File: config.mk
export PLATFORM = sky130hd
export DESIGN_NAME = pct_ctrl
export DESIGN_NICKNAME = d
export VERILOG_FILES = /design/src/rtl/core/pct_pkg.sv /design/src/rtl/core/pct_ctrl.sv
export SDC_FILE = /design/constraint.sdc
export NUM_CORES = 1
export LEC_CHECK = 0
export BUFFER_PORTS_ARGS = -buffer_cell sky130_fd_sc_hd__buf_2
export CORE_MARGIN = 3
export CORE_UTILIZATION = 55
export DETAILED_ROUTE_END_ITERATION = 8
export GPL_TIMING_DRIVEN = 0
export HOLD_SLACK_MARGIN = 0.12
export PLACE_DENSITY = 0.82
export SKIP_CTS_REPAIR_TIMING = 1
export SLEW_MARGIN = 5
export SYNTH_ARGS = -nofsm -noshare
export SYNTH_HDL_FRONTEND = slang
export SYNTH_SLANG_ARGS = --single-unit
File: constraint.sdc
create_clock -name clk_i -period 14.3 [get_ports clk_i]
set_input_delay 2.86 -clock clk_i [delete_from_list [all_inputs] [get_ports clk_i]]
set_output_delay 2.86 -clock clk_i [all_outputs]
set_load 0.005 [all_outputs]
File: src/rtl/core/pct_pkg.sv
// Package for the palette color table: default sizes, result status codes
// and the bit depth function. Depends on nothing.
package pct_pkg;

  localparam int unsigned DefTableEntries = 256;
  localparam int unsigned DefColorLimit   = 128;
  localparam int unsigned DepthSteps      = 8;

  typedef enum logic [1:0] {
    StFound    = 2'd0,
    StInserted = 2'd1,
    StMissed   = 2'd2,
    StFull     = 2'd3
  } status_e;

  // Counts how many of 1, 2, 4, ..., 128 do not exceed the color count.
  function automatic logic [3:0] depth_of(input logic [31:0] count);
    logic [3:0] d;
    d = '0;
    for (int k = 0; k < DepthSteps; k++) begin
      if (count >= (32'd1 << k)) begin
        d = d + 4'd1;
      end
    end
    return d;
  endfunction

endpackage

File: src/rtl/core/pct_ctrl.sv
// Search and insert sequencer of the palette color table. Scans the color
// store in insertion order and appends on a learn miss. Uses pct_pkg.
module pct_ctrl #(
  parameter int unsigned TableEntries = pct_pkg::DefTableEntries,
  parameter int unsigned ColorLimit   = pct_pkg::DefColorLimit,
  localparam int unsigned IdxW        = $clog2(TableEntries),
  localparam int unsigned CntW        = $clog2(TableEntries + 1)
) (
  input  logic            clk_i,
  input  logic            rst_ni,
  input  logic            start_i,
  input  logic            action_i,
  input  logic [23:0]     pixel_i,
  output logic            busy_o,
  output logic            done_o,
  output logic [7:0]      palette_index_o,
  output logic [1:0]      status_o,
  output logic [8:0]      color_count_o,
  output logic [3:0]      bit_depth_o,
  output logic            over_limit_o,
  output logic [IdxW-1:0] mem_raddr_o,
  input  logic [23:0]     mem_rdata_i,
  output logic            mem_we_o,
  output logic [IdxW-1:0] mem_waddr_o,
  output logic [23:0]     mem_wdata_o
);

  typedef enum logic [1:0] {
    Idle,
    Scan,
    Finish
  } state_e;

  state_e          state_q;
  logic [CntW-1:0] count_q;
  logic [IdxW-1:0] cmp_idx_q;
  logic [IdxW-1:0] hit_idx_q;
  logic            hit_q;
  logic            act_q;
  logic [23:0]     pix_q;
  logic            done_q;
  logic [7:0]      index_q;
  logic [1:0]      status_q;
  logic [8:0]      ccount_q;
  logic [3:0]      depth_q;
  logic            over_q;

  logic            match;
  logic            last;
  logic            room;
  logic            insert;
  logic [CntW-1:0] count_d;

  assign match   = (mem_rdata_i == pix_q);
  assign last    = ((CntW'(cmp_idx_q) + CntW'(1)) == count_q);
  assign room    = (count_q < CntW'(TableEntries));
  assign insert  = (state_q == Finish) && !hit_q && !act_q && room;
  assign count_d = insert ? count_q + CntW'(1) : count_q;

  always_comb begin
    if (state_q == Scan) begin
      mem_raddr_o = cmp_idx_q + IdxW'(1);
    end else begin
      mem_raddr_o = '0;
    end
  end

  assign mem_we_o    = insert;
  assign mem_waddr_o = count_q[IdxW-1:0];
  assign mem_wdata_o = pix_q;

  always_ff @(posedge clk_i or negedge rst_ni) begin
    if (!rst_ni) begin
      state_q   <= Idle;
      count_q   <= '0;
      cmp_idx_q <= '0;
      hit_idx_q <= '0;
      hit_q     <= 1'b0;
      act_q     <= 1'b0;
      pix_q     <= '0;
      done_q    <= 1'b0;
      index_q   <= '0;
      status_q  <= '0;
      ccount_q  <= '0;
      depth_q   <= '0;
      over_q    <= 1'b0;
    end else begin
      done_q <= 1'b0;
      unique case (state_q)
        Idle: begin
          if (start_i) begin
            act_q     <= action_i;
            pix_q     <= pixel_i;
            cmp_idx_q <= '0;
            hit_q     <= 1'b0;
            state_q   <= (count_q == '0) ? Finish : Scan;
          end
        end
        Scan: begin
          if (match) begin
            hit_q     <= 1'b1;
            hit_idx_q <= cmp_idx_q;
            state_q   <= Finish;
          end else if (last) begin
            state_q <= Finish;
          end else begin
            cmp_idx_q <= cmp_idx_q + IdxW'(1);
          end
        end
        Finish: begin
          count_q  <= count_d;
          done_q   <= 1'b1;
          ccount_q <= 9'(count_d);
          depth_q  <= pct_pkg::depth_of(32'(count_d));
          over_q   <= (32'(count_d) > 32'(ColorLimit));
          if (hit_q) begin
            index_q  <= 8'(hit_idx_q);
            status_q <= pct_pkg::StFound;
          end else if (act_q) begin
            index_q  <= '0;
            status_q <= pct_pkg::StMissed;
          end else if (room) begin
            index_q  <= 8'(count_q);
            status_q <= pct_pkg::StInserted;
          end else begin
            index_q  <= '0;
            status_q <= pct_pkg::StFull;
          end
          state_q <= Idle;
        end
        default: state_q <= Idle;
      endcase
    end
  end

  assign busy_o          = (state_q != Idle);
  assign done_o          = done_q;
  assign palette_index_o = index_q;
  assign status_o        = status_q;
  assign color_count_o   = ccount_q;
  assign bit_depth_o     = depth_q;
  assign over_limit_o    = over_q;

endmodule

## After elaboration in Yosys (flattened, before gate mapping)

Cells that the tools add are included.

- Flip-flop bits (word level): 69
- Input port bits: 52

- Add/sub/neg operators: 10
- Magnitude comparators: 10
- Equal/unequal tests: 9
- Mux-type cells: 36
- Reduce and logical (&&, ||, !) cells: 14

Operator list:

| kind | count |
|---|---|
| $mux 4 | 14 |
| $mux 8 | 7 |
| $add 4x1->4 const B | 7 |
| $eq 24x24->1 | 1 |
| $pmux 8 s2 | 1 |
| $mux 2 | 7 |
| $add 8x1->9 const B | 1 |
| $add 9x1->9 const B | 1 |
| $eq 9x9->1 | 1 |
| $ge 9x1->1 const B | 1 |
| $ge 9x2->1 const B | 1 |
| $ge 9x3->1 const B | 1 |
| $ge 9x4->1 const B | 1 |
| $ge 9x5->1 const B | 1 |
| $ge 9x6->1 const B | 1 |
| $ge 9x7->1 const B | 1 |
| $ge 9x8->1 const B | 1 |
| $gt 9x8->1 const B | 1 |
| $logic_not 9->1 | 1 |
| $lt 9x9->1 const B | 1 |
| $mux 9 | 1 |
| $add 8x1->8 const B | 1 |
| $ne 2x2->1 const B | 4 |
| $reduce_and 2->1 | 3 |
| other kinds (12) | 19 |

## Logic depth before layout (Yosys ltp)

Gate-level depths: netlist of the first run.

- Depth in word-level cells: 28
- Depth in mapped cells: 26
- Mapped depth without buffers: 24

## Worst setup path after synthesis of the first run

No wires, ideal clock.

- Path type: reg-to-reg
- Start point: register state_q[0]
- End point: register depth_q[2] (netlist: bit_depth_o[2])
- Library setup time: 0.136 ns
- Data arrival time: 5.430 ns
- Data required time: 14.164 ns
- Path slack: 8.734 ns
- Cell stages (with the launch flop): 26
- Buffers on the path: 2
- Period minus slack after synthesis: 5.566 ns
- Cells stage by stage: dfrtp_1 or4b_1 buf_2 or4_4 a311oi_2 nand3_2 nor2_1 ha_1 clkbuf_1 inv_1 o31a_1 a32oi_1 ha_1 nor2_1 inv_1 a22oi_1 nor3_1 a32oi_2 ha_1 mux2_2 ha_1 nand2_1 o211ai_1 o21ai_0 xnor2_1 o21ai_0

- Longest elaborated chain between the ends: 28
- Elaborated cells on any way between the ends: 35

RTL lines:

| item | line | source |
|---|---|---|
| start, declared | pct_ctrl.sv:34 | `state_e state_q;` |
| start signal, assigned | pct_ctrl.sv:74 | `state_q <= Idle;` |
| start signal, assigned | pct_ctrl.sv:96 | `state_q <= (count_q == '0) ? Finish : Scan;` |
| start signal, assigned | pct_ctrl.sv:103 | `state_q <= Finish;` |
| $eq 2x2->1 * | pct_ctrl.sv:57, pct_ctrl.sv:89 |  |
| $logic_and 1x1->1 (3 in a row) | pct_ctrl.sv:57 | `assign insert = (state_q == Finish) && !hit_q && !act_q && room;` |
| $mux 9 | pct_ctrl.sv:58 | `assign count_d = insert ? count_q + CntW'(1) : count_q;` |
| $ge 9x1->1 | pct_pkg.sv:21 | `if (count >= (32'd1 << k)) begin` |
| $mux 1 | pct_pkg.sv:21 |  |
| $mux 4 | pct_ctrl.sv:89 | `unique case (state_q)` |
| $add 4x1->4 | pct_pkg.sv:22 | `d = d + 4'd1;` |
| $mux 4 | pct_pkg.sv:21 |  |
| (+10 left out) | n/a |  |
| $add 4x1->4 | pct_pkg.sv:22 |  |
| $mux 4 | pct_pkg.sv:21 |  |
| $mux 4 | pct_ctrl.sv:89 |  |
| $add 4x1->4 | pct_pkg.sv:22 |  |
| $mux 4 | pct_pkg.sv:21 |  |
| $mux 4 | pct_ctrl.sv:89 |  |
| $add 4x1->4 | pct_pkg.sv:22 |  |
| $mux 4 | pct_pkg.sv:21 |  |
| end signal, assigned | pct_ctrl.sv:114 | `depth_q <= pct_pkg::depth_of(32'(count_d));` |
| end, declared | pct_ctrl.sv:45 | `logic [3:0] depth_q;` |

Every way passes the cells marked *; elsewhere a longest branch is shown, timed or not. The select of a mux whose other input is x is not followed.
A chain may end at the register's enable or synchronous reset.

## Worst setup path in the final report of the first run

Same ends and word-level chain as after synthesis.

==> results.toml, run 1 <==
[cts]
cts_tree = "yes"
clockBufferDepth = 2
ctsHtreeMaxLevel = 3
numCtsBuffers = 9
cts_root_buf = "clkbuf_8"
path_clk_slew_ns = 0.07
cts_sinks = 69
insertion_delay_ns = 0.34

[worst_setup_path]
required_ns = 14.50
cp.arrival_ns = 6.57
path_max_fanout = 10
cpPeakStageDelay_ns = 0.63
cp.depth = 25
critPathTopFamily = "simple AND/OR/NAND/NOR gates"
start_kind = "flop"
rr_worst_depth = 25
crit_buf_inv = 4
criticalPathCategory = "reg -> reg"
slowest_stage = "mux2i_1"
crit_top_cell = "ha_1"
endpoint_kind = "flop"

[synthesis]
ys.flop_type = "dfrtp_1"
ys_async_sr_fraction = 1.00
synth_top_area_cell = "dfrtp_1"
synth_top_area_share = 0.414
syn-instance-count = 404
synthTopCellsByCount = "69 x dfrtp_1, 43 x mux2_2, 35 x nor2_1, 27 x xor2_1, 25 x nand2_1"
yosys.cell_count.top_type = "dfrtp_1"
ys_warn_count = 0
synth.avg_cell_area_um2 = 10.3
synth_cell_type_count = 65
syn-cell-area_um2 = 4170
synth_edf_count = 0
ys_seq_area_frac = 0.414
yosys-top-cells-area = "dfrtp_1 41%, mux2_2 12%, xor2_1 5.7%, xnor2_1 5.0%, nor2_1 3.2%"
ys_ff_latch = 69
synth_fp_nets = 465

[drt]
viasPerCell = 5.66
drtIter0Drc = 198
route.detailed.wl_per_inst_um = 15.9
vias = 3596
wl_mm = 10.1
ant_nets = 0
drc_errors = 0
dr.pass1.iters = 4

[timing]
skew_ns = 0.0108
max_clock_freq_ghz = 0.157
slew_headroom = 0.438
drv_slew = 0
whs_ns = 0.471
min_period_ns = 6.36
period_share = 0.445
hold_viol_final = 0
setup_viol = 0
setup_tns_ns = 0
grt_setup_unrepaired = "false"
max_slew.worst_pin.slew_ns = 0.844

[final_layout]
seqCellArea_um2 = 1730
fin_util = 0.695
fin_nets = 594
fillers = 611
multi_input_area_um2 = 2230
area.growth.synth_to_final_pct = 21.7
fin_area_um2 = 5070
fin_cells = 635
drive_gt1_frac = 0.386
num_antenna_cells = 0

[power_and_ir_drop]
power_density_nw_per_um2 = 219
vdd_drop_max_uv = 99.9
cellLeakagePower_nw = 2.46

[die]
core-area_um2 = 7290
die_h_um = 93.0
io_pins = 119
rows = 31
fp.dieArea_um2 = 8660
floorplan.initialDensity = 0.571
die_x_um = 93.0

[status]
outcome = "complete, no violations"

[min_path]
hp-class = "reg -> reg"
hold-path-cell-count = 2

[placement]
hpwl_mm = 7.74
placed_area_um2 = 4880
port_buffers = 118
dp_cells = 621
gp_congestion = 0.899

[grt]
grt_antenna_before_repair = 0
grt_pass1_wl_mm = 16.9
grt_overflow = 0
grt_util_all_layers = 0.245
grt_pass1_vias = 3649
grt_max_degree = 70

[job]
cap_violations = 0
-- final cells by class --
type	count	share of cell area
timing repair buffer	118	0.117
clock inverter	4	0.00987
tap	99	0.0244
clock buffer	10	0.0271
sequential	69	0.340
buffer	27	0.0291
inverter	17	0.0126
multi-input combinational	291	0.439
-- worst paths after layout --
check	start	to	slack (ns)
worst max-delay path	state_q[0]$_DFFE_PN0P_	bit_depth_o[2]$_DFFE_PN0N_	7.94
worst min-delay path	bit_depth_o[2]$_DFFE_PN0N_	bit_depth_o[2]$_DFFE_PN0N_	0.47
worst max register to register	state_q[0]$_DFFE_PN0P_	bit_depth_o[2]$_DFFE_PN0N_	7.94
worst min register to register	bit_depth_o[2]$_DFFE_PN0N_	bit_depth_o[2]$_DFFE_PN0N_	0.47
max in group asynchronous	rst_ni	color_count_o[2]$_DFFE_PN0N_	11.11
min in group asynchronous	rst_ni	palette_index_o[1]$_DFFE_PN0N_	2.62
-- state kept, by name (all words and copies together), names as in the netlist, 2 cells and up --
register         flops
color_count_o        9
bit_depth_o          4
state_q              2
hit_idx_q            8
mem_wdata_o         24
cmp_idx_q            8
status_o             2
palette_index_o      8
-- through the flow --
stage	total power, mW	worst slack (ns)
after floorplan	0.774	8.73
after global placement	0.930	8.16
after detailed placement	0.957	8.03
after CTS	1.11	8.01
after global routing	1.21	7.48
final	1.11	7.94
-- layer usage --
layer	up-vias	part of all wire	global-route usage
li1	1691	-	-
met1	1713	0.42	0.316
met2	173	0.48	0.404
met3	19	0.083	0.0563
met4	0	0.018	0.0904
met5	-	0	0
-- where the power goes --
group	internal [mW]	total [mW]	switching (mW)
clock network	0.0830	0.152	0.0693
registers	0.261	0.321	0.0599
logic	0.305	0.640	0.335
-- cells by family after synthesis --
| group | Yosys count | synth area share |
|---|---|---|
| XOR/XNOR | 52 | 0.113 |
| AO/OA/AOI/OAI | 63 | 0.117 |
| buffers and inverters | 44 | 0.0507 |
| multiplexers | 46 | 0.123 |
| AND/OR/NAND/NOR | 121 | 0.155 |
| flip-flops | 69 | 0.414 |
| adder cells (fa/ha/maj) | 9 | 0.0270 |
-- layout by cell type, fill, tap and decap left out, drive strengths merged, types with 3 or more instances in the layout --
cell type | synthesis | routed
clkbuf | 15 | 25
nand2 | 25 | 25
xor2 | 27 | 27
dfrtp | 69 | 69
and3 | 6 | 6
mux2i | 3 | 3
buf | 12 | 130
a221oi | 8 | 8
nand4 | 7 | 7
o21ai | 15 | 15
nor3 | 11 | 11
o21a | 3 | 3
o211ai | 3 | 3
mux2 | 43 | 43
nor2 | 35 | 35
inv | 17 | 17
nor4 | 6 | 6
xnor2 | 24 | 24
a21oi | 8 | 8
o31a | 3 | 3
nand2b | 4 | 4
nand3 | 11 | 11
ha | 9 | 9
or2 | 4 | 4
-- worst reg2reg max path, delay by kind of cell (launching register included) --
family	cells	cell delay, ns
flops	1	0.44
xor+xnor	1	0.14
compound gates	7	1.37
simple gates	7	1.60
mux	2	0.90
buf+inv	4	0.84
fa+ha+maj	4	0.94
Note: power is estimated with default switching activity, not from simulation.
==> run 2: changes to the inputs <==
--- a/config.mk
+++ b/config.mk
@@ -7,11 +7,11 @@
 export LEC_CHECK = 0
 export BUFFER_PORTS_ARGS = -buffer_cell sky130_fd_sc_hd__buf_2
 export CORE_MARGIN = 3
-export CORE_UTILIZATION = 55
+export CORE_UTILIZATION = 53
 export DETAILED_ROUTE_END_ITERATION = 8
 export GPL_TIMING_DRIVEN = 0
 export HOLD_SLACK_MARGIN = 0.12
-export PLACE_DENSITY = 0.82
+export PLACE_DENSITY = 0.79
 export SKIP_CTS_REPAIR_TIMING = 1
 export SLEW_MARGIN = 5
 export SYNTH_ARGS = -nofsm -noshare
==> constraint.sdc (replaced) <==
create_clock -name clk_i -period 6.5 [get_ports clk_i]
set_input_delay 1.3 -clock clk_i [delete_from_list [all_inputs] [get_ports clk_i]]
set_output_delay 1.3 -clock clk_i [all_outputs]
set_load 0.005 [all_outputs]
==> results.toml, run 2 (synthesis gave the netlist of run 1 again) <==
[worst_setup_path]
slowest_stage = "or4b_1"
endpoint_kind = "flop"
path_cells = "or4b_1 -> buf_2 -> or4_4 -> a311oi_2 -> nand3_2 -> nor2_1 -> ha_2 -> inv_1 -> o31a_1 -> a32oi_1 -> ha_1 -> nor2_1 -> inv_1 -> a22oi_1 -> nor3_1 -> a32oi_2 -> ha_1 -> mux2_2 -> ha_1 -> nand2_1 -> o211ai_1 -> o21ai_0 -> xnor2_1 -> o21ai_0"
cpPeakStageDelay_ns = 0.57
path_max_fanout = 10
criticalPathCategory = "reg -> reg"
crit_top_cell = "ha_1"
start_kind = "flop"
required_ns = 6.71
cp.arrival_ns = 6.18
crit_buf_inv = 3
critPathTopFamily = "simple AND/OR/NAND/NOR gates"

[job]
cap_violations = 0

[power_and_ir_drop]
cellLeakagePower_nw = 2.46
vdd_drop_max_uv = 204
power_density_nw_per_um2 = 483
power.total_mw = 2.45

[cts]
cts_sinks = 69
clockBufferDepth = 2
numCtsBuffers = 9
cts_root_buf = "clkbuf_8"
path_clk_slew_ns = 0.08
insertion_delay_ns = 0.35
cts_tree = "yes"
ctsHtreeMaxLevel = 3

[grt]
grt_max_degree = 70
grt_overflow = 0
grt_pass1_vias = 3425
grt_pass1_wl_mm = 16.7
grt_antenna_before_repair = 0
grt_util_all_layers = 0.239

[final_layout]
fin_util = 0.682
area.growth.synth_to_final_pct = 21.8
final_cell_mix = "118 x buf_2, 69 x dfrtp_1, 43 x mux2_2"
multi_input_area_um2 = 2240
fillers = 608
drive_gt1_frac = 0.393
largest_reg_flops = 24
fin_nets = 593
final_common_cell = "buf_2"
num_antenna_cells = 0
seqCellArea_um2 = 1730

[drt]
wl_mm = 10.5
vias = 3574
route.detailed.wl_per_inst_um = 16.4
dr.pass1.iters = 5
ant_nets = 0
drc_errors = 0
viasPerCell = 5.62
drtIter0Drc = 314

[timing]
drv_slew = 0
setup_viol = 0
setup_tns_ns = 0
max_clock_freq_ghz = 0.168
max_slew.worst_pin.slew_ns = 0.845
whs_ns = 0.475
slew_headroom = 0.437
grt_setup_unrepaired = "false"
min_period_ns = 5.97
hold_viol_final = 0
fin_ws_ns = 0.534
skew_ns = 0.00875
period_share = 0.918

[die]
rows = 31
core-area_um2 = 7450
floorplan.initialDensity = 0.559
io_pins = 119
fp.dieArea_um2 = 8960
die_x_um = 94.7
die_h_um = 94.7

[placement]
port_buffers = 118
post-place-ws_ns = 0.169
gp_congestion = 0.942
hpwl_mm = 7.91

[status]
outcome = "complete, no violations"

[min_path]
hp-class = "reg -> reg"
-- run 2: power breakdown --
group | switching, mW | total [mW] | internal, mW | leakage, nW
logic | 0.743 | 1.42 | 0.678 | 1.50
registers | 0.130 | 0.704 | 0.574 | 0.873
clock network | 0.175 | 0.326 | 0.152 | 0.0935
-- run 2: worst min-delay path, stage by stage (launching register included) --
cell	delay (ns)
dfrtp_1	0.34
nand2_1	0.05
nand2_1	0.05
-- run 2: worst paths after layout --
| path | to | cells past startpoint | slack (ns) | start |
|---|---|---|---|---|
| setup / recovery | bit_depth_o[2]$_DFFE_PN0N_ | 24 | 0.53 | state_q[0]$_DFFE_PN0P_ |
| hold / removal | status_o[0]$_DFFE_PN0N_ | 2 | 0.48 | status_o[0]$_DFFE_PN0N_ |
| setup reg to reg | bit_depth_o[2]$_DFFE_PN0N_ | 24 | 0.53 | state_q[0]$_DFFE_PN0P_ |
| hold reg to reg | status_o[0]$_DFFE_PN0N_ | 2 | 0.48 | status_o[0]$_DFFE_PN0N_ |
| max in group asynchronous | bit_depth_o[3]$_DFFE_PN0N_ | 1 | 4.90 | rst_ni |
| min in group asynchronous | mem_wdata_o[0]$_DFFE_PN0P_ | 1 | 1.06 | rst_ni |
-- run 2: final cells by class --
cell class | instances | share of cell area
repair buffers | 118 | 0.117
clock buffers | 10 | 0.0271
well taps | 99 | 0.0244
flip-flops and latches | 69 | 0.340
inverters | 17 | 0.0126
clock inverters | 6 | 0.00863
plain buffers | 26 | 0.0283
multi-input cells | 291 | 0.442
-- run 2: per-stage QoR --
step	cells	instance area [um2]
after CTS	637	5060
after floorplan	404	4170
after detailed placement	621	4880
after global placement	621	4880
after global routing	636	5080
final	636	5080
-- run 2: routing by layer --
layer | vias up | global-route usage | part of all wire | wire (um)
met2 | 146 | 0.395 | 0.48 | 5000
met5 | - | 0 | 0 | 0
met4 | 0 | 0.0817 | 0.018 | 187
met1 | 1713 | 0.323 | 0.43 | 4480
li1 | 1692 | - | - | -
met3 | 23 | 0.0319 | 0.075 | 787
